<file path="src/sv/png_scanline_unfilter_rgba8_top_macros.svh">
// Assertion macros for the PNG scanline unfilter block.
// Every macro samples on clk_i and is disabled while rst_ni is low.
`ifndef PNG_SCANLINE_UNFILTER_RGBA8_TOP_MACROS_SVH
`define PNG_SCANLINE_UNFILTER_RGBA8_TOP_MACROS_SVH

// Concurrent property checked at every rising clock edge out of reset.
`define PNG_UNF_ASSERT(lbl, prop, msg) \
  lbl: assert property (@(posedge clk_i) disable iff (!rst_ni) (prop)) else $error(msg);

// Condition that must never be true out of reset.
`define PNG_UNF_ASSERT_NEVER(lbl, cond, msg) \
  `PNG_UNF_ASSERT(lbl, !(cond), msg)

`endif

</file>
<file path="src/sv/png_unf_line_ram.sv">
// Generic simple dual-port RAM with one write and one registered read port.
// Holds the previous row of the image; no dependencies.
module png_unf_line_ram #(
  parameter int unsigned DEPTH  = 16,
  parameter int unsigned DATA_W = 8,
  localparam int unsigned AW    = $clog2(DEPTH)
) (
  input  logic              clk_i,
  input  logic              we_i,
  input  logic [AW-1:0]     waddr_i,
  input  logic [DATA_W-1:0] wdata_i,
  input  logic              re_i,
  input  logic [AW-1:0]     raddr_i,
  output logic [DATA_W-1:0] rdata_o
);

  logic [DATA_W-1:0] mem [DEPTH];
  logic [DATA_W-1:0] rdata_q;

  // Write port.
  always_ff @(posedge clk_i) begin
    if (we_i) begin
      mem[waddr_i] <= wdata_i;
    end
  end

  // Read port; the data holds until the next read.
  always_ff @(posedge clk_i) begin
    if (re_i) begin
      rdata_q <= mem[raddr_i];
    end
  end

  assign rdata_o = rdata_q;

endmodule

</file>
<file path="config.mk">
export PLATFORM = sky130hd
export DESIGN_NAME = png_unf_line_ram
export DESIGN_NICKNAME = d
export VERILOG_FILES = /design/src/sv/png_scanline_unfilter_rgba8_top_macros.svh /design/src/sv/png_unf_line_ram.sv
export SDC_FILE = /design/constraint.sdc
export NUM_CORES = 1
export LEC_CHECK = 0
export BUFFER_PORTS_ARGS = -buffer_cell sky130_fd_sc_hd__buf_2
export CAP_MARGIN = 30
export CORE_UTILIZATION = 54
export CTS_CLUSTER_SIZE = 12
export DETAILED_ROUTE_END_ITERATION = 8
export MAX_ROUTING_LAYER = met4
export PLACE_DENSITY = 0.74
export SYNTH_ARGS = -nofsm -noshare
export SYNTH_HDL_FRONTEND = slang
export SYNTH_SLANG_ARGS = --single-unit
</file>
<file path="constraint.sdc">
create_clock -name clk_i -period 1.9 [get_ports clk_i]
set_clock_uncertainty 0.05 [all_clocks]
set_input_delay 0.38 -clock clk_i [delete_from_list [all_inputs] [get_ports clk_i]]
set_output_delay 0.38 -clock clk_i [all_outputs]
set_load 0.05 [all_outputs]
</file>
==> results of run 1 <==
==> cell families (layout without fill, tap and decap cells) <==
family	Yosys count	after routing	share of synthesized area (%)
compound gates	16	16	2.298
mux	32	32	14.79
simple gates	35	35	3.136
buf+inv	10	81	1.651
flops	136	136	78.12
==> where the power goes <==
part	total (mW)	switching (mW)	internal (mW)
Combinational	0.367	0.224	0.143
Clock	3.36	1.22	2.14
Sequential	3.40	0.0203	3.38
Total	7.12	1.46	5.66
==> Yosys cell counts, types with 2 or more instances <==
cell,n
mux4_1,14
clkdlybuf4s25_2,3
nor3_1,4
nor2_1,13
nand3b_1,2
nand2_1,9
buf_6,3
mux4_2,18
nand2b_1,2
a22oi_1,16
edfxtp_1,136
buf_2,3
==> layout make-up <==
cell class	count	area, sq um	area share [%]
multi-input combinational	83	1062	16.92
clock buffer	18	417.9	6.657
clock inverter	14	198.9	3.169
timing repair buffer	49	352.8	5.621
tap	129	161.4	2.571
sequential	136	4084	65.06
==> per-stage QoR <==
step	power, mW	instance area, sq um	hold WS (ps)	std cells	utilization (%)
finish	7.124	6277	190.4	429	67.30
global route	7.315	6277	179.5	429	67.30
global placement	3.821	5660	688.4	397	60.68
floorplan	3.679	5233	428.9	229	-
detailed placement	3.832	5660	689.7	397	60.68
CTS	7.180	6277	173.5	429	67.30
==> cell usage in the layout, fill, tap and decap left out, drive strengths merged <==
cell      instances
nand3             1
nor2             13
a22oi            16
buf              49
nand3b            2
nor2b             1
clkbuf           18
nand2             9
nor3              4
edfxtp          136
mux4             32
nand2b            2
bufinv            4
clkinv            5
clkinvlp          3
inv               2
or3b              1
and2              1
and2b             1
==> metal layers <==
metal	part of all wire (%)	vias up	track usage, %
li1	-	1101	-
met1	39	1268	29.57
met2	52	111	36.72
met3	8.0	7	6.058
met4	0.72	0	10.48
met5	0	-	-
==> path summary, 6_finish.rpt <==
path                 to  cells past startpoint
max          rdata_o[7]                      1
min          rdata_o[0]                      1
max reg2reg  rdata_o[7]                      3
min reg2reg  rdata_o[2]                      3
==> sequential cells by signal (all words and copies together), names as in the netlist <==
| name | count |
|---|---|
| mem | 128 |
| rdata_o | 8 |
==> results.sh, run 1 <==
export IMPL_grt_remaining_overflow=0
export IMPL_gp_congestion=0.7343
export IMPL_p_leak_nw=2.139
export IMPL_synth_nets=248
export IMPL_yosys_warnings=0
export IMPL_fill_cells=561
export IMPL_design_die_area_sq_um=10080
export IMPL_die_h_microns=100.4
export IMPL_cts_buffer_depth=2
export IMPL_cp_data_arrival_time_ps=1180
export IMPL_hold_path_startpoint="re_i"
export IMPL_fmax_mhz=619.3
export IMPL_wl_per_cell_microns=23.49
export IMPL_synth_area_per_cell_sq_um=22.83
export IMPL_ys_async_sr_fraction_pct=0
export IMPL_critPathMaxFanout=1
export IMPL_r2r_slack_ps=330
export IMPL_via_per_inst=5.797
export IMPL_cts_resized=0
export IMPL_core_sq_um=9328
export IMPL_diodes=0
export IMPL_grt_max_degree=22
export IMPL_first_pass_iters=4
export IMPL_h_tree_depth=4
export IMPL_cts_sinks=136
export IMPL_seq_area_frac_synth_pct=78.12
export IMPL_setup_ws_ps=285.2
export IMPL_r2r_start="mem[11][7]"
export IMPL_endpoint_kind="output port"
export IMPL_area_growth_pct=20.08
export IMPL_syn_inst=229
export IMPL_cts_root_buf="clkbuf_8"
export IMPL_drive_above_1_share_pct=33.00
export IMPL_finalHoldViolations=0
export IMPL_rsz0062_at_grt="no"
export IMPL_setup_viol=0
export IMPL_port_buffers=26
export IMPL_path_cells="buf_2"
export IMPL_clk_pin_slew_ps=60
export IMPL_cts_tree="yes"
export IMPL_drv_cap=0
export IMPL_track_usage_pct=23.56
export IMPL_outcome="complete, no violations"
export IMPL_maxSlewHeadroom_pct=70.13
export IMPL_die_width_microns=100.4
export IMPL_rows=35
export IMPL_hp_class="input pin to register"
export IMPL_synth_edff_count=136
export IMPL_place_ws_ps=-76.90
export IMPL_drc=0
export IMPL_powerDensity_nw_per_um2=1135
export IMPL_ctsHoldBuffers=0
export IMPL_period_needed_ps=1615
export IMPL_dpl_hpwl_microns=6099
export IMPL_floorplan_initialDensity_pct=56.04
export IMPL_fin_crit_sh_pct=84.99
export IMPL_yosys_cell_types_count=18
export IMPL_ys_ff_latch=136
export IMPL_clock_latency_ps=520
export IMPL_yosys_area_top_type_share_pct=78.12
export IMPL_worst_ep_required_time_ps=1470
export IMPL_drv_slew=0
export IMPL_tightest_slew_ps=448.0
export IMPL_vias=2487
export IMPL_ant_nets=0
export IMPL_drt_total_wl_microns=10080
export IMPL_grt_pass1_wl_microns=15320
export IMPL_syn_area_sq_um=5228
export IMPL_first_iter_violations=156
export IMPL_first_global_vias=2560
export IMPL_critPathLaunchType="register"
export IMPL_netlist_top_cells_area="edfxtp_1, mux4_2, mux4_1"
export IMPL_crit_slowest_cell="edfxtp_1"
export IMPL_antenna_found_initial=0
export IMPL_path_buf_inv=1
export IMPL_synth_main_ff_cell="edfxtp_1"
export IMPL_cp_top_family="flip-flops"
export IMPL_nNetsFinal=306
export IMPL_path_class="register to output port"
export IMPL_cts_setup_buffers=0
export IMPL_setup_tns_ps=0
export IMPL_cts_made_buffers=17
export IMPL_slowest_delay_ps=380
export IMPL_num_io_pins=27
export IMPL_yosys_area_top_type="edfxtp_1"
export IMPL_critical_path_startpoint="rdata_o[7]"
export IMPL_peakVddDrop_v=0.0005203
No activity file was read; power rests on OpenSTA's default activity.
==> run 2: changes to the inputs <==
==> constraint.sdc (replaced) <==
create_clock -name clk_i -period 1.45 [get_ports clk_i]
set_clock_uncertainty 0.05 [all_clocks]
set_input_delay 0.29 -clock clk_i [delete_from_list [all_inputs] [get_ports clk_i]]
set_output_delay 0.29 -clock clk_i [all_outputs]
set_load 0.05 [all_outputs]
==> run 2 against run 1 <==
The run now ends with setup timing left. Hold slack got worse by 100 ps. Die area did not move. Setup slack got worse by 300 ps. Utilization rose by 1.1 points. Global-route usage fell by 1.4 points. Power rose by 28%. Critical path type unchanged. Critical endpoint is now rdata_o[6]. Largest power group unchanged.
==> results.sh, run 2 (synthesis gave the netlist of run 1 again) <==
export IMPL_peakVddDrop_v=0.0006440
export IMPL_first_global_vias=2560
export IMPL_setup_ws_ps=-10.54
export IMPL_drv_cap=0
export IMPL_cp_depth=1
export IMPL_reg2reg_depth=3
export IMPL_cts_root_buf="clkbuf_8"
export IMPL_floorplan_initialDensity_pct=56.04
export IMPL_h_tree_depth=4
export IMPL_cts_sinks=136
export IMPL_mostFrequentLayoutCell="edfxtp_1"
export IMPL_slowest_delay_ps=420
export IMPL_tightest_slew_ps=885.1
export IMPL_min_to="rdata_o[6]"
export IMPL_rows=35
export IMPL_period_needed_ps=1461
export IMPL_regMostFlops="mem"
export IMPL_die_h_microns=100.4
export IMPL_first_iter_violations=119
export IMPL_fmax_mhz=684.7
export IMPL_place_ws_ps=-399.0
export IMPL_drive_above_1_share_pct=43.61
export IMPL_gp_congestion=0.7875
export IMPL_wl_per_cell_microns=22.24
export IMPL_path_buf_inv=1
export IMPL_rsz0062_at_grt="yes"
export IMPL_endpoint_kind="output port"
export IMPL_path_cells="buf_6"
export IMPL_clk_pin_slew_ps=60
export IMPL_ant_nets=0
export IMPL_grt_pass1_wl_microns=14770
export IMPL_core_sq_um=9328
export IMPL_diodes=0
export IMPL_grt_remaining_overflow=0
export IMPL_drv_slew=0
export IMPL_port_buffers=26
export IMPL_design_die_area_sq_um=10080
export IMPL_hp_class="input pin to register"
export IMPL_area_growth_pct=22.00
export IMPL_critPathMaxFanout=1
export IMPL_largest_reg_flops=128
export IMPL_ctsHoldBuffers=0
export IMPL_setup_viol=4
export IMPL_drc=0
export IMPL_dpl_hpwl_microns=6359
export IMPL_crit_slowest_cell="edfxtp_1"
export IMPL_critPathLaunchType="register"
export IMPL_hold_path_startpoint="re_i"
export IMPL_r2r_start="mem[15][3]"
export IMPL_maxSlewHeadroom_pct=40.87
export IMPL_clock_latency_ps=520
export IMPL_p_leak_nw=2.125
export IMPL_first_pass_iters=4
export IMPL_num_io_pins=27
export IMPL_outcome="finished, violations left"
export IMPL_via_per_inst=5.705
export IMPL_timing_hold_ws_ps=90.04
export IMPL_nNetsFinal=311
export IMPL_drt_total_wl_microns=9651
export IMPL_cts_buffer_depth=2
export IMPL_powerDensity_nw_per_um2=1430
export IMPL_rr_endpoint="rdata_o[3]"
export IMPL_setup_tns_ps=-15.73
export IMPL_worst_ep_required_time_ps=1110
export IMPL_track_usage_pct=22.16
export IMPL_vias=2476
export IMPL_grt_max_degree=24
export IMPL_cp_data_arrival_time_ps=1120
export IMPL_failed_checks="setup timing"
export IMPL_cts_tree="yes"
export IMPL_die_width_microns=100.4
export IMPL_cp_top_family="flip-flops"
export IMPL_finalHoldViolations=0
export IMPL_fin_crit_sh_pct=100.7
export IMPL_antenna_found_initial=0
export IMPL_layout_common_cells="edfxtp_1, mux4_2, buf_4, buf_2, clkbuf_16"
export IMPL_post_route_util_pct=68.37
export IMPL_fill_cells=579
export IMPL_path_class="register to output port"
export IMPL_cts_made_buffers=17
export IMPL_min_path_cells=1
export IMPL_r2r_slack_ps=0
## run 2: cell count changes in the layout (fill, tap and decap cells not counted), sizes merged
cell,change
bufinv,-1
buf,+5
inv,-2
clkinv,+3
## run 2: cell type report
type / count / area, sq um / share of cell area, %
clock buffers: 18 / 417.9 / 6.553
well taps: 129 / 161.4 / 2.531
clock inverters: 14 / 157.7 / 2.472
multi-input cells: 83 / 1091 / 17.11
repair buffers: 54 / 465.4 / 7.298
flip-flops and latches: 136 / 4084 / 64.04
## run 2: worst max-delay path by stage
stage          startpoint         end  slack [ps]
2_1_floorplan  raddr_i[0]  rdata_o[1]         -90
4_1_cts        rdata_o[6]  rdata_o[6]         -30
3_5_place_dp   raddr_i[0]  rdata_o[7]        -400
5_1_grt        mem[11][1]  rdata_o[1]         -70
3_3_place_gp   raddr_i[0]  rdata_o[7]        -400
6_report       rdata_o[6]  rdata_o[6]         -10
## run 2: per-layer routing
metal	vias to the layer above	routed length, microns	part of all wire, %	global-route usage (%)
met2	87	5004	52	34.51
met5	-	0	0	-
met4	0	131	1.4	9.365
met1	1281	3952	41	27.98
li1	1097	-	-	-
met3	11	562	5.8	5.780
## run 2: per-stage QoR
step                area (sq um)  power, mW  std cells
CTS                         6352      9.140        434
finish                      6377      9.118        434
global route                6377      9.354        434
floorplan                   5249      4.845        229
detailed placement          5705      5.042        402
global placement            5705      5.025        402
## run 2: report_power, final
| part | internal (mW) | switching, mW |
|---|---|---|
| combinational | 0.231 | 0.312 |
| sequential | 4.43 | 0.0306 |
| clock | 2.59 | 1.52 |
| total | 7.26 | 1.86 |
## run 2: timing repair
action,CTS,global route
gates resized for setup,19,9
buffers inserted,0,0
pin swaps,1,2
setup endpoints to repair,14,14
