File: config.mk
export PLATFORM = sky130hd
export DESIGN_NAME = png_unf_recon
export DESIGN_NICKNAME = d
export VERILOG_FILES = /design/src/sv/png_scanline_unfilter_rgba8_top_macros.svh /design/src/sv/png_unf_pkg.sv /design/src/sv/png_unf_recon.sv
export SDC_FILE = /design/constraint.sdc
export NUM_CORES = 1
export LEC_CHECK = 0
export BUFFER_PORTS_ARGS = -buffer_cell sky130_fd_sc_hd__clkbuf_2
export CORE_MARGIN = 4
export CORE_UTILIZATION = 50
export CTS_CLUSTER_SIZE = 24
export DETAILED_ROUTE_END_ITERATION = 16
export PLACE_DENSITY = 0.69
export SYNTH_ARGS = -nofsm -noshare
export SYNTH_HDL_FRONTEND = slang
export SYNTH_SLANG_ARGS = --single-unit
File: constraint.sdc
create_clock -name clk_i -period 39 [get_ports clk_i]
set_input_delay 11.7 -clock clk_i [delete_from_list [all_inputs] [get_ports clk_i]]
set_output_delay 11.7 -clock clk_i [all_outputs]
set_load 0.005 [all_outputs]
File: src/sv/png_scanline_unfilter_rgba8_top_macros.svh
// Assertion macros for the PNG scanline unfilter block.
// Every macro samples on clk_i and is disabled while rst_ni is low.
`ifndef PNG_SCANLINE_UNFILTER_RGBA8_TOP_MACROS_SVH
`define PNG_SCANLINE_UNFILTER_RGBA8_TOP_MACROS_SVH

// Concurrent property checked at every rising clock edge out of reset.
`define PNG_UNF_ASSERT(lbl, prop, msg) \
  lbl: assert property (@(posedge clk_i) disable iff (!rst_ni) (prop)) else $error(msg);

// Condition that must never be true out of reset.
`define PNG_UNF_ASSERT_NEVER(lbl, cond, msg) \
  `PNG_UNF_ASSERT(lbl, !(cond), msg)

`endif

File: src/sv/png_unf_pkg.sv
// Shared constants, types and helper functions of the PNG scanline unfilter.
// Used by the control, reconstruction and top-level modules; depends on nothing.
package png_unf_pkg;

  // Image geometry.
  localparam int unsigned MAX_WIDTH       = 4096;
  localparam int unsigned BYTES_PER_PIXEL = 4;
  localparam int unsigned LINE_DEPTH      = MAX_WIDTH * BYTES_PER_PIXEL;
  localparam int unsigned COL_W           = $clog2(LINE_DEPTH);
  localparam int unsigned LANE_W          = $clog2(BYTES_PER_PIXEL);
  localparam int unsigned ROW_BYTES_W     = COL_W + 1;

  // Configuration register widths.
  localparam int unsigned WIDTH_W    = 13;
  localparam int unsigned HEIGHT_W   = 16;
  localparam int unsigned CFG_DATA_W = 16;
  localparam int unsigned CFG_IDX_W  = 1;
  localparam int unsigned WCMP_W     = (WIDTH_W > ROW_BYTES_W) ? WIDTH_W : ROW_BYTES_W;

  // Configuration register indexes.
  localparam logic [CFG_IDX_W-1:0] CFG_IMAGE_WIDTH  = 1'b0;
  localparam logic [CFG_IDX_W-1:0] CFG_IMAGE_HEIGHT = 1'b1;

  // Row filter types.
  typedef enum logic [2:0] {
    FILT_NONE  = 3'd0,
    FILT_SUB   = 3'd1,
    FILT_UP    = 3'd2,
    FILT_AVG   = 3'd3,
    FILT_PAETH = 3'd4
  } filter_e;

  // One data byte on its way from the control stage to reconstruction.
  typedef struct packed {
    logic [7:0]       data;
    logic [COL_W-1:0] col;
    filter_e          filter;
    logic             first_row;
    logic             img_end;
  } item_t;

  // Position state of the control stage.
  typedef struct packed {
    logic                awaiting_filter;
    logic [HEIGHT_W-1:0] row_index;
  } ctrl_status_t;

  // Paeth predictor: ties prefer left, then upper, then upper-left.
  function automatic logic [7:0] paeth_pick(input logic [7:0] a, input logic [7:0] b,
                                            input logic [7:0] c);
    logic [7:0] pa;
    logic [7:0] pb;
    logic [9:0] sab;
    logic [9:0] c2;
    logic [9:0] pc;
    logic [7:0] pick;
    pa  = (b > c) ? (b - c) : (c - b);
    pb  = (a > c) ? (a - c) : (c - a);
    sab = {2'b00, a} + {2'b00, b};
    c2  = {1'b0, c, 1'b0};
    pc  = (sab > c2) ? (sab - c2) : (c2 - sab);
    if (pa <= pb && {2'b00, pa} <= pc) begin
      pick = a;
    end else if ({2'b00, pb} <= pc) begin
      pick = b;
    end else begin
      pick = c;
    end
    return pick;
  endfunction

  // Average predictor: floor of the 9-bit sum halved.
  function automatic logic [7:0] avg_pick(input logic [7:0] a, input logic [7:0] b);
    logic [8:0] sum;
    sum = {1'b0, a} + {1'b0, b};
    return sum[8:1];
  endfunction

endpackage

File: src/sv/png_unf_recon.sv
// Reconstruction stage of the PNG scanline unfilter: predictor, left-pixel
// registers, line store write-back and output register. Uses png_unf_pkg.
module png_unf_recon (
  input  logic                           clk_i,
  input  logic                           rst_ni,
  input  logic                           issue_i,
  input  png_unf_pkg::item_t             item_i,
  input  logic [7:0]                     rdata_i,
  output logic                           s1_free_o,
  output logic                           ram_we_o,
  output logic [png_unf_pkg::COL_W-1:0]  ram_waddr_o,
  output logic [7:0]                     ram_wdata_o,
  output logic                           out_valid_o,
  input  logic                           out_ready_i,
  output logic [7:0]                     pixel_byte_o,
  output logic                           image_end_o
);

  logic                                   s1_valid_q;
  png_unf_pkg::item_t                     s1_q;
  logic [7:0] left_q [png_unf_pkg::BYTES_PER_PIXEL];
  logic [7:0] ul_q   [png_unf_pkg::BYTES_PER_PIXEL];
  logic                                   out_valid_q;
  logic [7:0]                             pixel_q;
  logic                                   end_q;

  logic                                   advance;
  logic [png_unf_pkg::LANE_W-1:0]         lane;
  logic                                   first_px;
  logic [7:0]                             a;
  logic [7:0]                             b;
  logic [7:0]                             c;
  logic [7:0]                             pred;
  logic [7:0]                             val;

  // Stage 1 moves on whenever the output register is free or being drained.
  assign advance   = s1_valid_q && (!out_valid_q || out_ready_i);
  assign s1_free_o = !s1_valid_q || advance;

  // Stage 1 register; the line store data for its column arrives with it.
  always_ff @(posedge clk_i or negedge rst_ni) begin
    if (!rst_ni) begin
      s1_valid_q <= 1'b0;
    end else if (issue_i) begin
      s1_valid_q <= 1'b1;
    end else if (advance) begin
      s1_valid_q <= 1'b0;
    end
  end

  always_ff @(posedge clk_i) begin
    if (issue_i) begin
      s1_q <= item_i;
    end
  end

  // Neighbors: the first pixel of a row has no left or upper-left bytes,
  // and the first row has no upper bytes.
  always_comb begin
    lane     = s1_q.col[png_unf_pkg::LANE_W-1:0];
    first_px = (s1_q.col >> png_unf_pkg::LANE_W) == '0;
    a        = first_px ? 8'h00 : left_q[lane];
    c        = first_px ? 8'h00 : ul_q[lane];
    b        = s1_q.first_row ? 8'h00 : rdata_i;
  end

  // Predictor selection and modulo-256 reconstruction.
  always_comb begin
    unique case (s1_q.filter)
      png_unf_pkg::FILT_SUB:   pred = a;
      png_unf_pkg::FILT_UP:    pred = b;
      png_unf_pkg::FILT_AVG:   pred = png_unf_pkg::avg_pick(a, b);
      png_unf_pkg::FILT_PAETH: pred = png_unf_pkg::paeth_pick(a, b, c);
      default:                 pred = 8'h00;
    endcase
    val = s1_q.data + pred;
  end

  // Per-lane neighbor registers for the next pixel.
  always_ff @(posedge clk_i) begin
    if (advance) begin
      left_q[lane] <= val;
      ul_q[lane]   <= b;
    end
  end

  // The reconstructed byte becomes the upper byte of the next row.
  assign ram_we_o    = advance;
  assign ram_waddr_o = s1_q.col;
  assign ram_wdata_o = val;

  // Output register.
  always_ff @(posedge clk_i or negedge rst_ni) begin
    if (!rst_ni) begin
      out_valid_q <= 1'b0;
    end else if (advance) begin
      out_valid_q <= 1'b1;
    end else if (out_ready_i) begin
      out_valid_q <= 1'b0;
    end
  end

  always_ff @(posedge clk_i) begin
    if (advance) begin
      pixel_q <= val;
      end_q   <= s1_q.img_end;
    end
  end

  assign out_valid_o  = out_valid_q;
  assign pixel_byte_o = pixel_q;
  assign image_end_o  = end_q;

endmodule

==> results.py <==
metrics = {
    "die": {
        "num_rows": 45,
        "die_w_microns": 132,
        "start_util": 0.507,
        "ios": 73,
        "core_area_sq_um": 15100,
        "die_h_microns": 132,
        "die-area_sq_um": 17400,
    },
    "sta": {
        "rsz0062_at_grt": "false",
        "finalMaxSlewViolations": 0,
        "max_slew.worst_pin.slew_ps": 913,
        "finalHoldViolCount": 0,
        "finalCriticalPeriod_ps": 32230,
        "setup_viol_count_final": 0,
        "finClkSkew_ps": 11.1,
        "max_slew_margin": 0.391,
        "fmax_ghz": 0.0310,
        "setup_tns_ps": 0,
        "finalCritPeriodShare": 0.826,
    },
    "cts": {
        "cts.sinks": 104,
        "cts-buffers-inserted": 9,
        "postCtsSetupRepairBufs": 0,
        "ctsHoldBuffers": 0,
        "cts_buffer_depth": 2,
        "clk_latency_ps": 350,
        "ctsResizeCount": 0,
        "cts_tree": "yes",
        "h-tree-depth": 3,
        "cts.clk_slew.worst_paths_ps": 70,
        "cts-root-buf": "clkbuf_16",
    },
    "placed_design": {
        "gp_congestion": 0.949,
        "placed_cells": 946,
        "portBuffers": 72,
        "hpwl_microns": 17100,
    },
    "pwr": {
        "power_density_nw_per_um2": 71.9,
        "p_leak_nw": 3.60,
        "vdd.ir_drop.worst_mv": 0.0423,
        "finalPower_mw": 0.608,
    },
    "drt": {
        "vias_per_cell": 6.10,
        "wl_met1_microns": 9620,
        "drtAntennaViolNets": 0,
        "topRoutingLayerUsed": "met4",
        "met3_length_microns": 1160,
        "drc": 0,
        "drt_iter0_drc": 445,
        "dr.pass1.iters": 5,
        "num_vias": 5866,
        "wl_microns": 21500,
        "met2_length_microns": 10300,
        "drt-wirelength-per-cell_microns": 22.3,
    },
    "global_route": {
        "antenna_found_initial": 0,
        "grt_max_degree": 31,
        "grt_pass1_wl_microns": 33300,
        "grt_pass1_vias": 5945,
        "grt_overflow": 0,
        "gr-usage-all-layers": 0.245,
    },
    "synth": {
        "synth_cell_types": 80,
        "synthFlopType": "edfxtp_1",
        "synth_edf_count": 100,
        "ys_async_sr_fraction": 0.0192,
        "avgSynthCellArea_sq_um": 10.8,
        "syn_inst": 709,
        "synth_fp_nets": 835,
        "syn_area_sq_um": 7680,
        "ys_seq_area_frac": 0.403,
        "ys_ff_latch": 104,
        "ys_warn_count": 0,
    },
    "critical_path": {
        "crit_type": "primary input to primary output",
        "startpoint_type": "primary input",
        "critPathArrivalTime_ps": 20530,
        "worst_setup_path_end_kind": "primary output",
        "crit_path_max_incr_delay_ps": 610,
        "r2r-start": "ram_waddr_o[6]",
        "ff2ff_setup_slack_ps": 28540,
        "cp_common_cell": "a21oi_1",
        "r2r_end": "left_q[1][7]",
        "cp_max_fo": 9,
        "r2r_cells": 38,
        "slowest_stage": "a311oi_1",
        "required_ps": 27300,
    },
    "hold_path": {
        "hold_class": "flop to flop",
        "holdPathStages": 0,
        "hp-start": "s1_q[0]",
        "worstHoldEndpoint": "image_end_o",
    },
    "finish": {
        "nNetsFinal": 895,
        "antennaDiodeCount": 0,
        "syn2layout_area_growth_pct": 10.2,
        "fin_cells": 962,
        "drive_above_1_share": 0.190,
        "fin_util": 0.559,
    },
    "outcome": {
        "run_status": "finished, final reports clean",
    },
    "run": {
        "max_cap_violations": 0,
    },
}
-- where the power goes --
group	leakage (nW)	internal (mW)	switching (mW)
Sequential	0.979	0.145	0.00480
Combinational	2.46	0.148	0.218
Clock	0.152	0.0513	0.0414
Total	3.60	0.344	0.264
-- metrics by stage --
stage	hold WS (ps)	cell area, sq um	setup slack [ps]
2_1_floorplan	400	7680	8400
3_3_place_gp	408	8150	7260
3_5_place_dp	414	8150	7030
4_1_cts	432	8470	6970
5_1_grt	454	8470	6050
6_report	436	8470	6770
-- flip-flops by register name (all words and copies together) (netlist names), named ones only --
name	count
image_end_o	1
s1_q	13
ul_q	32
left_q	32
s1_valid_q	1
ram_waddr_o	14
out_valid_o	1
pixel_byte_o	8
-- how the worst max path moves through the flow --
stage / cells after the start / startpoint / endpoint / slack, ps
after floorplan: 39 / rdata_i[0] / ram_wdata_o[7] / 8400
after global placement: 39 / rdata_i[0] / ram_wdata_o[7] / 7260
after detailed placement: 37 / rdata_i[0] / ram_wdata_o[7] / 7030
after CTS: 38 / rdata_i[0] / ram_wdata_o[7] / 6970
after global routing: 38 / rdata_i[0] / ram_wdata_o[7] / 6050
final: 38 / rdata_i[0] / ram_wdata_o[7] / 6770
-- cell usage after synthesis, types with 10 or more instances --
| cell | number | area (sq um) |
|---|---|---|
| mux4_2 | 13 | 293 |
| nand2b_1 | 11 | 68.8 |
| ha_1 | 82 | 1030 |
| o21ai_0 | 33 | 165 |
| a21o_1 | 14 | 105 |
| nor2_1 | 36 | 135 |
| mux2i_1 | 15 | 150 |
| and2_1 | 14 | 87.6 |
| a21oi_1 | 49 | 245 |
| clkbuf_1 | 10 | 37.5 |
| nand3_1 | 13 | 65.1 |
| nor2b_1 | 15 | 93.8 |
| nand4_1 | 11 | 68.8 |
| xnor2_1 | 21 | 184 |
| edfxtp_1 | 100 | 3000 |
| inv_1 | 55 | 206 |
| buf_4 | 14 | 105 |
| mux2_2 | 11 | 124 |
| nand2_1 | 44 | 165 |
-- layer usage --
layer,global-route usage,vias up
met5,0,-
met4,0.0642,0
met3,0.0412,29
met2,0.406,195
met1,0.335,2900
li1,-,2742
-- area by class of cell --
| class | instances | area (sq um) |
|---|---|---|
| timing repair buffer | 81 | 428 |
| inverter | 55 | 206 |
| multi-input combinational | 518 | 4190 |
| tap | 188 | 235 |
| sequential | 104 | 3090 |
| clock buffer | 9 | 225 |
| fill | 1280 | 6680 |
| clock inverter | 7 | 88.8 |
-- worst max-delay path: cells and delay by family --
kind / cells / cell delay [ps]
AO/OA/AOI/OAI: 19 / 4390
buffers and inverters: 3 / 510
adder cells (fa/ha/maj): 5 / 1650
multiplexers: 2 / 540
XOR/XNOR: 3 / 530
AND/OR/NAND/NOR: 6 / 1200
-- cell families after synthesis --
group                      synth area share
buffers and inverters                0.0528
adders and majority gates             0.148
muxes                                0.0757
DFF                                   0.403
and+or+nand+nor                       0.125
xor gates and xnor gates             0.0388
AOI/OAI and AO/OA                     0.157
-- layout by cell type (no fill, tap or decap), types with 6 or more instances in the layout --
cell and instances:
xor2_1 8, ha_1 82, mux2_2 11, a21oi_1 49
nand4_1 11, inv_1 55, o21a_1 8, mux4_2 13
nor3_1 7, nor2b_1 15, clkbuf_2 72, nand2b_1 11
nor2_1 36, and2_1 14, clkbuf_16 9, a21o_1 14
a221o_1 6, o211ai_1 7, nand2_1 44, mux2i_1 15
nand3_1 13, edfxtp_1 100, o21ai_0 33, xnor2_1 21
buf_4 9
Note: power is estimated with default switching activity, not from simulation.
