`config.mk`:
```
export PLATFORM = sky130hd
export DESIGN_NAME = png_unf_ctrl
export DESIGN_NICKNAME = d
export VERILOG_FILES = /design/src/sv/png_scanline_unfilter_rgba8_top_macros.svh /design/src/sv/png_unf_pkg.sv /design/src/sv/png_unf_ctrl.sv
export SDC_FILE = /design/constraint.sdc
export NUM_CORES = 1
export LEC_CHECK = 0
export BUFFER_PORTS_ARGS = -buffer_cell sky130_fd_sc_hd__buf_2
export CAP_MARGIN = 0
export CORE_MARGIN = 8
export CORE_UTILIZATION = 55
export CTS_CLUSTER_DIAMETER = 80
export CTS_CLUSTER_SIZE = 30
export DETAILED_ROUTE_END_ITERATION = 10
export GPL_TIMING_DRIVEN = 0
export PLACE_DENSITY = 0.85
export SYNTH_ARGS = -nofsm -noshare
export SYNTH_HDL_FRONTEND = slang
export SYNTH_SLANG_ARGS = --single-unit
```
`constraint.sdc`:
```
create_clock -name clk_i -period 10 [get_ports clk_i]
set_clock_uncertainty 0.05 [all_clocks]
set_input_delay 1.5 -clock clk_i [delete_from_list [all_inputs] [get_ports clk_i]]
set_output_delay 1.5 -clock clk_i [all_outputs]
set_load 0.005 [all_outputs]
```
`src/sv/png_scanline_unfilter_rgba8_top_macros.svh`:
```
// Assertion macros for the PNG scanline unfilter block.
// Every macro samples on clk_i and is disabled while rst_ni is low.
`ifndef PNG_SCANLINE_UNFILTER_RGBA8_TOP_MACROS_SVH
`define PNG_SCANLINE_UNFILTER_RGBA8_TOP_MACROS_SVH

// Concurrent property checked at every rising clock edge out of reset.
`define PNG_UNF_ASSERT(lbl, prop, msg) \
  lbl: assert property (@(posedge clk_i) disable iff (!rst_ni) (prop)) else $error(msg);

// Condition that must never be true out of reset.
`define PNG_UNF_ASSERT_NEVER(lbl, cond, msg) \
  `PNG_UNF_ASSERT(lbl, !(cond), msg)

`endif

```
`src/sv/png_unf_pkg.sv`:
```
// Shared constants, types and helper functions of the PNG scanline unfilter.
// Used by the control, reconstruction and top-level modules; depends on nothing.
package png_unf_pkg;

  // Image geometry.
  localparam int unsigned MAX_WIDTH       = 4096;
  localparam int unsigned BYTES_PER_PIXEL = 4;
  localparam int unsigned LINE_DEPTH      = MAX_WIDTH * BYTES_PER_PIXEL;
  localparam int unsigned COL_W           = $clog2(LINE_DEPTH);
  localparam int unsigned LANE_W          = $clog2(BYTES_PER_PIXEL);
  localparam int unsigned ROW_BYTES_W     = COL_W + 1;

  // Configuration register widths.
  localparam int unsigned WIDTH_W    = 13;
  localparam int unsigned HEIGHT_W   = 16;
  localparam int unsigned CFG_DATA_W = 16;
  localparam int unsigned CFG_IDX_W  = 1;
  localparam int unsigned WCMP_W     = (WIDTH_W > ROW_BYTES_W) ? WIDTH_W : ROW_BYTES_W;

  // Configuration register indexes.
  localparam logic [CFG_IDX_W-1:0] CFG_IMAGE_WIDTH  = 1'b0;
  localparam logic [CFG_IDX_W-1:0] CFG_IMAGE_HEIGHT = 1'b1;

  // Row filter types.
  typedef enum logic [2:0] {
    FILT_NONE  = 3'd0,
    FILT_SUB   = 3'd1,
    FILT_UP    = 3'd2,
    FILT_AVG   = 3'd3,
    FILT_PAETH = 3'd4
  } filter_e;

  // One data byte on its way from the control stage to reconstruction.
  typedef struct packed {
    logic [7:0]       data;
    logic [COL_W-1:0] col;
    filter_e          filter;
    logic             first_row;
    logic             img_end;
  } item_t;

  // Position state of the control stage.
  typedef struct packed {
    logic                awaiting_filter;
    logic [HEIGHT_W-1:0] row_index;
  } ctrl_status_t;

  // Paeth predictor: ties prefer left, then upper, then upper-left.
  function automatic logic [7:0] paeth_pick(input logic [7:0] a, input logic [7:0] b,
                                            input logic [7:0] c);
    logic [7:0] pa;
    logic [7:0] pb;
    logic [9:0] sab;
    logic [9:0] c2;
    logic [9:0] pc;
    logic [7:0] pick;
    pa  = (b > c) ? (b - c) : (c - b);
    pb  = (a > c) ? (a - c) : (c - a);
    sab = {2'b00, a} + {2'b00, b};
    c2  = {1'b0, c, 1'b0};
    pc  = (sab > c2) ? (sab - c2) : (c2 - sab);
    if (pa <= pb && {2'b00, pa} <= pc) begin
      pick = a;
    end else if ({2'b00, pb} <= pc) begin
      pick = b;
    end else begin
      pick = c;
    end
    return pick;
  endfunction

  // Average predictor: floor of the 9-bit sum halved.
  function automatic logic [7:0] avg_pick(input logic [7:0] a, input logic [7:0] b);
    logic [8:0] sum;
    sum = {1'b0, a} + {1'b0, b};
    return sum[8:1];
  endfunction

endpackage

```
`src/sv/png_unf_ctrl.sv`:
```
// Control stage of the PNG scanline unfilter: configuration, row filter,
// column and row tracking. Uses png_unf_pkg.
module png_unf_ctrl (
  input  logic                                 clk_i,
  input  logic                                 rst_ni,
  input  logic                                 cfg_we_i,
  input  logic [png_unf_pkg::CFG_IDX_W-1:0]    cfg_idx_i,
  input  logic [png_unf_pkg::CFG_DATA_W-1:0]   cfg_wdata_i,
  input  logic                                 accept_i,
  input  logic [7:0]                           in_byte_i,
  output logic                                 issue_o,
  output png_unf_pkg::item_t                   item_o,
  output png_unf_pkg::ctrl_status_t            status_o
);

  logic [png_unf_pkg::ROW_BYTES_W-1:0] row_bytes_q, row_bytes_d;
  logic [png_unf_pkg::HEIGHT_W-1:0]    height_q, height_d;
  logic                                awaiting_q;
  png_unf_pkg::filter_e                filter_q;
  logic [png_unf_pkg::COL_W-1:0]       col_q;
  logic [png_unf_pkg::HEIGHT_W-1:0]    row_q;

  logic [png_unf_pkg::WCMP_W-1:0]      width_ext;
  logic [png_unf_pkg::WCMP_W-1:0]      width_eff;
  logic [png_unf_pkg::HEIGHT_W-1:0]    height_raw;
  logic [png_unf_pkg::ROW_BYTES_W-1:0] col_next;
  logic [png_unf_pkg::HEIGHT_W:0]      row_next;
  logic                                row_end;
  logic                                img_end;

  // Width is clamped to 1..MAX_WIDTH and kept as a row length in bytes.
  always_comb begin
    width_ext = png_unf_pkg::WCMP_W'(cfg_wdata_i[png_unf_pkg::WIDTH_W-1:0]);
    if (width_ext == '0) begin
      width_eff = png_unf_pkg::WCMP_W'(1);
    end else if (width_ext > png_unf_pkg::WCMP_W'(png_unf_pkg::MAX_WIDTH)) begin
      width_eff = png_unf_pkg::WCMP_W'(png_unf_pkg::MAX_WIDTH);
    end else begin
      width_eff = width_ext;
    end
    row_bytes_d = png_unf_pkg::ROW_BYTES_W'(width_eff) << png_unf_pkg::LANE_W;
    height_raw  = cfg_wdata_i[png_unf_pkg::HEIGHT_W-1:0];
    height_d    = (height_raw == '0) ? png_unf_pkg::HEIGHT_W'(1) : height_raw;
  end

  // Configuration registers.
  always_ff @(posedge clk_i or negedge rst_ni) begin
    if (!rst_ni) begin
      row_bytes_q <= png_unf_pkg::ROW_BYTES_W'(png_unf_pkg::BYTES_PER_PIXEL);
      height_q    <= png_unf_pkg::HEIGHT_W'(1);
    end else if (cfg_we_i) begin
      unique case (cfg_idx_i)
        png_unf_pkg::CFG_IMAGE_WIDTH:  row_bytes_q <= row_bytes_d;
        png_unf_pkg::CFG_IMAGE_HEIGHT: height_q    <= height_d;
        default: ;
      endcase
    end
  end

  // Row and image end detection for the current data byte.
  always_comb begin
    col_next = png_unf_pkg::ROW_BYTES_W'(col_q) + png_unf_pkg::ROW_BYTES_W'(1);
    row_next = {1'b0, row_q} + (png_unf_pkg::HEIGHT_W + 1)'(1);
    row_end  = col_next >= row_bytes_q;
    img_end  = row_end && (row_next >= {1'b0, height_q});
  end

  // Position state: a filter byte opens a row, data bytes walk the columns.
  always_ff @(posedge clk_i or negedge rst_ni) begin
    if (!rst_ni) begin
      awaiting_q <= 1'b1;
      filter_q   <= png_unf_pkg::FILT_NONE;
      col_q      <= '0;
      row_q      <= '0;
    end else if (accept_i) begin
      if (awaiting_q) begin
        filter_q   <= (in_byte_i <= 8'(png_unf_pkg::FILT_PAETH)) ?
                      png_unf_pkg::filter_e'(in_byte_i[2:0]) : png_unf_pkg::FILT_NONE;
        awaiting_q <= 1'b0;
        col_q      <= '0;
      end else if (row_end) begin
        awaiting_q <= 1'b1;
        col_q      <= '0;
        row_q      <= img_end ? '0 : row_next[png_unf_pkg::HEIGHT_W-1:0];
      end else begin
        col_q <= col_next[png_unf_pkg::COL_W-1:0];
      end
    end
  end

  // A data byte goes on to reconstruction with its position and filter.
  assign issue_o          = accept_i && !awaiting_q;
  assign item_o.data      = in_byte_i;
  assign item_o.col       = col_q;
  assign item_o.filter    = filter_q;
  assign item_o.first_row = (row_q == '0);
  assign item_o.img_end   = img_end;

  assign status_o.awaiting_filter = awaiting_q;
  assign status_o.row_index       = row_q;

endmodule

```
==> results.yml <==
clock_tree:
  tritoncts: "built"
  cts_buffers: 9
  clockBufferDepth: 2
  cts.sinks: 63
  clk_latency_ns: 0.34
  cts_resized: 0
  cts_hold_buf: 0
  path_clk_slew_ns: 0.07
  cts_root_buffer: "clkbuf_8"
  cts_setup_buffers: 0
  htreeDepth: 3
placement:
  placed_area_mm2: 0.00442
  gp_congestion: 0.869
  dp_hpwl_mm: 7.27
  numPortBuffers: 72
global_routing:
  grt_usage: 0.203
  grt_pass1_wl_mm: 16.3
  grt_remaining_overflow: 0
  grt_max_degree: 64
  grt_pass1_vias: 3436
  antenna_found_initial: 0
floorplan:
  design.core.area_mm2: 0.00710
  die-height_um: 101
  design.die.area_mm2: 0.0101
  boundaryPins: 74
  die_x_um: 101
  num_rows: 31
  initial_core_util: 0.554
cells_and_area:
  drive_above_1_share: 0.280
  final_common_cell: "buf_2"
  final_util: 0.653
  area_growth_syn_to_layout_pct: 17.7
  final_area_mm2: 0.00463
  fill_cells: 577
  multi_input_area_mm2: 0.00207
  final_cell_mix: "buf_2, dfrtp_1, inv_1, ha_1, nor2_1"
  nets: 540
  seq_area_mm2: 0.00158
  diodes: 0
drt:
  ant_nets: 0
  drc_errors: 0
  first_pass_iters: 4
  wire_per_inst_um: 16.7
  routed_wl_mm: 9.75
  vias: 3324
  first_iter_violations: 250
  viasPerCell: 5.71
logic_synthesis:
  synth_flop_cell: "dfrtp_1"
  ys.warnings.count: 0
  ys_async_sr_fraction: 1.00
  synth_seq_area_share: 0.402
  synth-edff-count: 0
  netlist_area_mm2: 0.00393
  synth.distinct_cells: 51
  syn_inst: 396
  avgSynthCellArea_um2: 9.93
  ys_ff_latch: 63
  syn_nets: 457
power:
  power_density_mw_per_mm2: 172
  p_leak_nw: 2.50
  power_mw: 0.798
  ir_worst_vdd_mv: 0.0889
sta:
  post-route-period-util: 0.535
  finalSetupTns_ns: 0
  rsz0062_at_grt: "no"
  worstMarginPinSlew_ns: 0.795
  drv_slew: 0
  timing.hold.ws_ns: 0.442
  finalHoldViolCount: 0
  setup_viol: 0
  layout_min_cycle_time_ns: 5.35
  clock.fmax_mhz: 187
  relSlewSlack: 0.470
setup_path:
  crit_fanout: 10
  crit_required_ns: 8.45
  arrival_ns: 3.80
  setup.worst_path.start_class: "register"
  crit_type: "reg2out"
  cp-end-kind: "output port"
outcome:
  status: "finished clean"
job:
  drv_cap: 0
min_path:
  hold_class: "reg2reg"
[final cells by class]
cell class / instances / share of cell area
clock inverters: 4 / 0.0151
flip-flops and latches: 63 / 0.341
repair buffers: 72 / 0.0783
well taps: 99 / 0.0267
plain buffers: 24 / 0.0313
clock buffers: 11 / 0.0305
multi-input cells: 272 / 0.447
inverters: 37 / 0.0300
[state kept, by name (all words and copies together) (netlist names)]
signal,count
awaiting_q,1
row_q,16
height_q,16
filter_q,3
col_q,14
row_bytes_q,13
[cell usage after synthesis, types with 3 or more instances]
library cell / instances / area [µm²]
dfrtp_1: 60 / 1500
inv_1: 36 / 135
ha_1: 32 / 400
nor2_1: 24 / 90.1
a22o_1: 23 / 201
nand2_1: 18 / 67.6
mux2_2: 17 / 191
nand3_1: 16 / 80.1
xnor2_1: 14 / 123
o21ai_0: 13 / 65.1
a21o_1: 11 / 82.6
nor3_1: 11 / 55.1
xor2_1: 11 / 96.3
and3_1: 10 / 62.6
buf_4: 10 / 75.1
nand4_1: 9 / 56.3
a21oi_1: 7 / 35.0
buf_2: 7 / 35.0
a32o_1: 6 / 60.1
nor4_1: 6 / 37.5
clkbuf_1: 5 / 18.8
o21bai_1: 5 / 37.5
a221o_1: 4 / 40.0
nand2b_1: 4 / 25.0
a211oi_1: 3 / 22.5
dfstp_2: 3 / 78.8
nor3b_2: 3 / 37.5
[critical path, stage by stage, from the launching register on]
cell	delay [ns]
dfrtp_1	0.44
ha_1	0.31
nand3_1	0.15
or2_2	0.29
clkbuf_1	0.21
nor3_1	0.32
xor2_1	0.21
ha_1	0.27
nand4_1	0.12
nor2_1	0.06
o31ai_1	0.20
nand4_1	0.23
buf_2	0.27
o21a_1	0.13
buf_4	0.12
buf_2	0.12
[per-stage QoR]
stage | setup slack, ns | std cells
final | 4.65 | 582
after global placement | 5.15 | 567
after CTS | 4.66 | 582
after floorplan | 5.66 | 396
after detailed placement | 5.12 | 567
after global routing | 4.38 | 582
[power by group]
part / switching [mW] / total [mW] / internal [mW]
clock network: 0.0987 / 0.244 / 0.145
logic: 0.123 / 0.231 / 0.108
registers: 0.0332 / 0.323 / 0.290
[kinds of logic (layout without fill, tap and decap cells)]
logic type | Yosys count | count (layout) | share of synthesized area
AO/OA/AOI/OAI | 85 | 85 | 0.165
XOR/XNOR | 25 | 25 | 0.0557
adder cells (fa/ha/maj) | 32 | 32 | 0.102
buffers and inverters | 61 | 148 | 0.0722
flip-flops | 63 | 63 | 0.402
multiplexers | 18 | 18 | 0.0512
AND/OR/NAND/NOR | 112 | 112 | 0.152
[path summary, 6_finish.rpt]
check                                            startpoint                     endpoint  slack (ns)  cells past startpoint
worst max-delay path                   row_q[0]$_DFFE_PN0P_                    item_o[0]        4.65                     15
worst min-delay path            row_bytes_q[11]$_DFFE_PN0P_  row_bytes_q[11]$_DFFE_PN0P_        0.44                      2
worst max register to register         col_q[0]$_DFFE_PN0P_        row_q[13]$_DFFE_PN0P_        6.25                     13
worst min register to register  row_bytes_q[11]$_DFFE_PN0P_  row_bytes_q[11]$_DFFE_PN0P_        0.44                      2
max in group asynchronous                            rst_ni         row_q[1]$_DFFE_PN0P_        8.19                      1
min in group asynchronous                            rst_ni        col_q[10]$_DFFE_PN0P_        1.20                      1
[per-layer routing]
layer / track usage / vias up / wire [µm]
met3: 0.0559 / 16 / 610
li1: - / 1576 / -
met4: 0.0802 / 0 / 191
met5: 0 / - / 0
met2: 0.343 / 106 / 4840
met1: 0.238 / 1626 / 4110
Note: power is estimated with default switching activity, not from simulation.
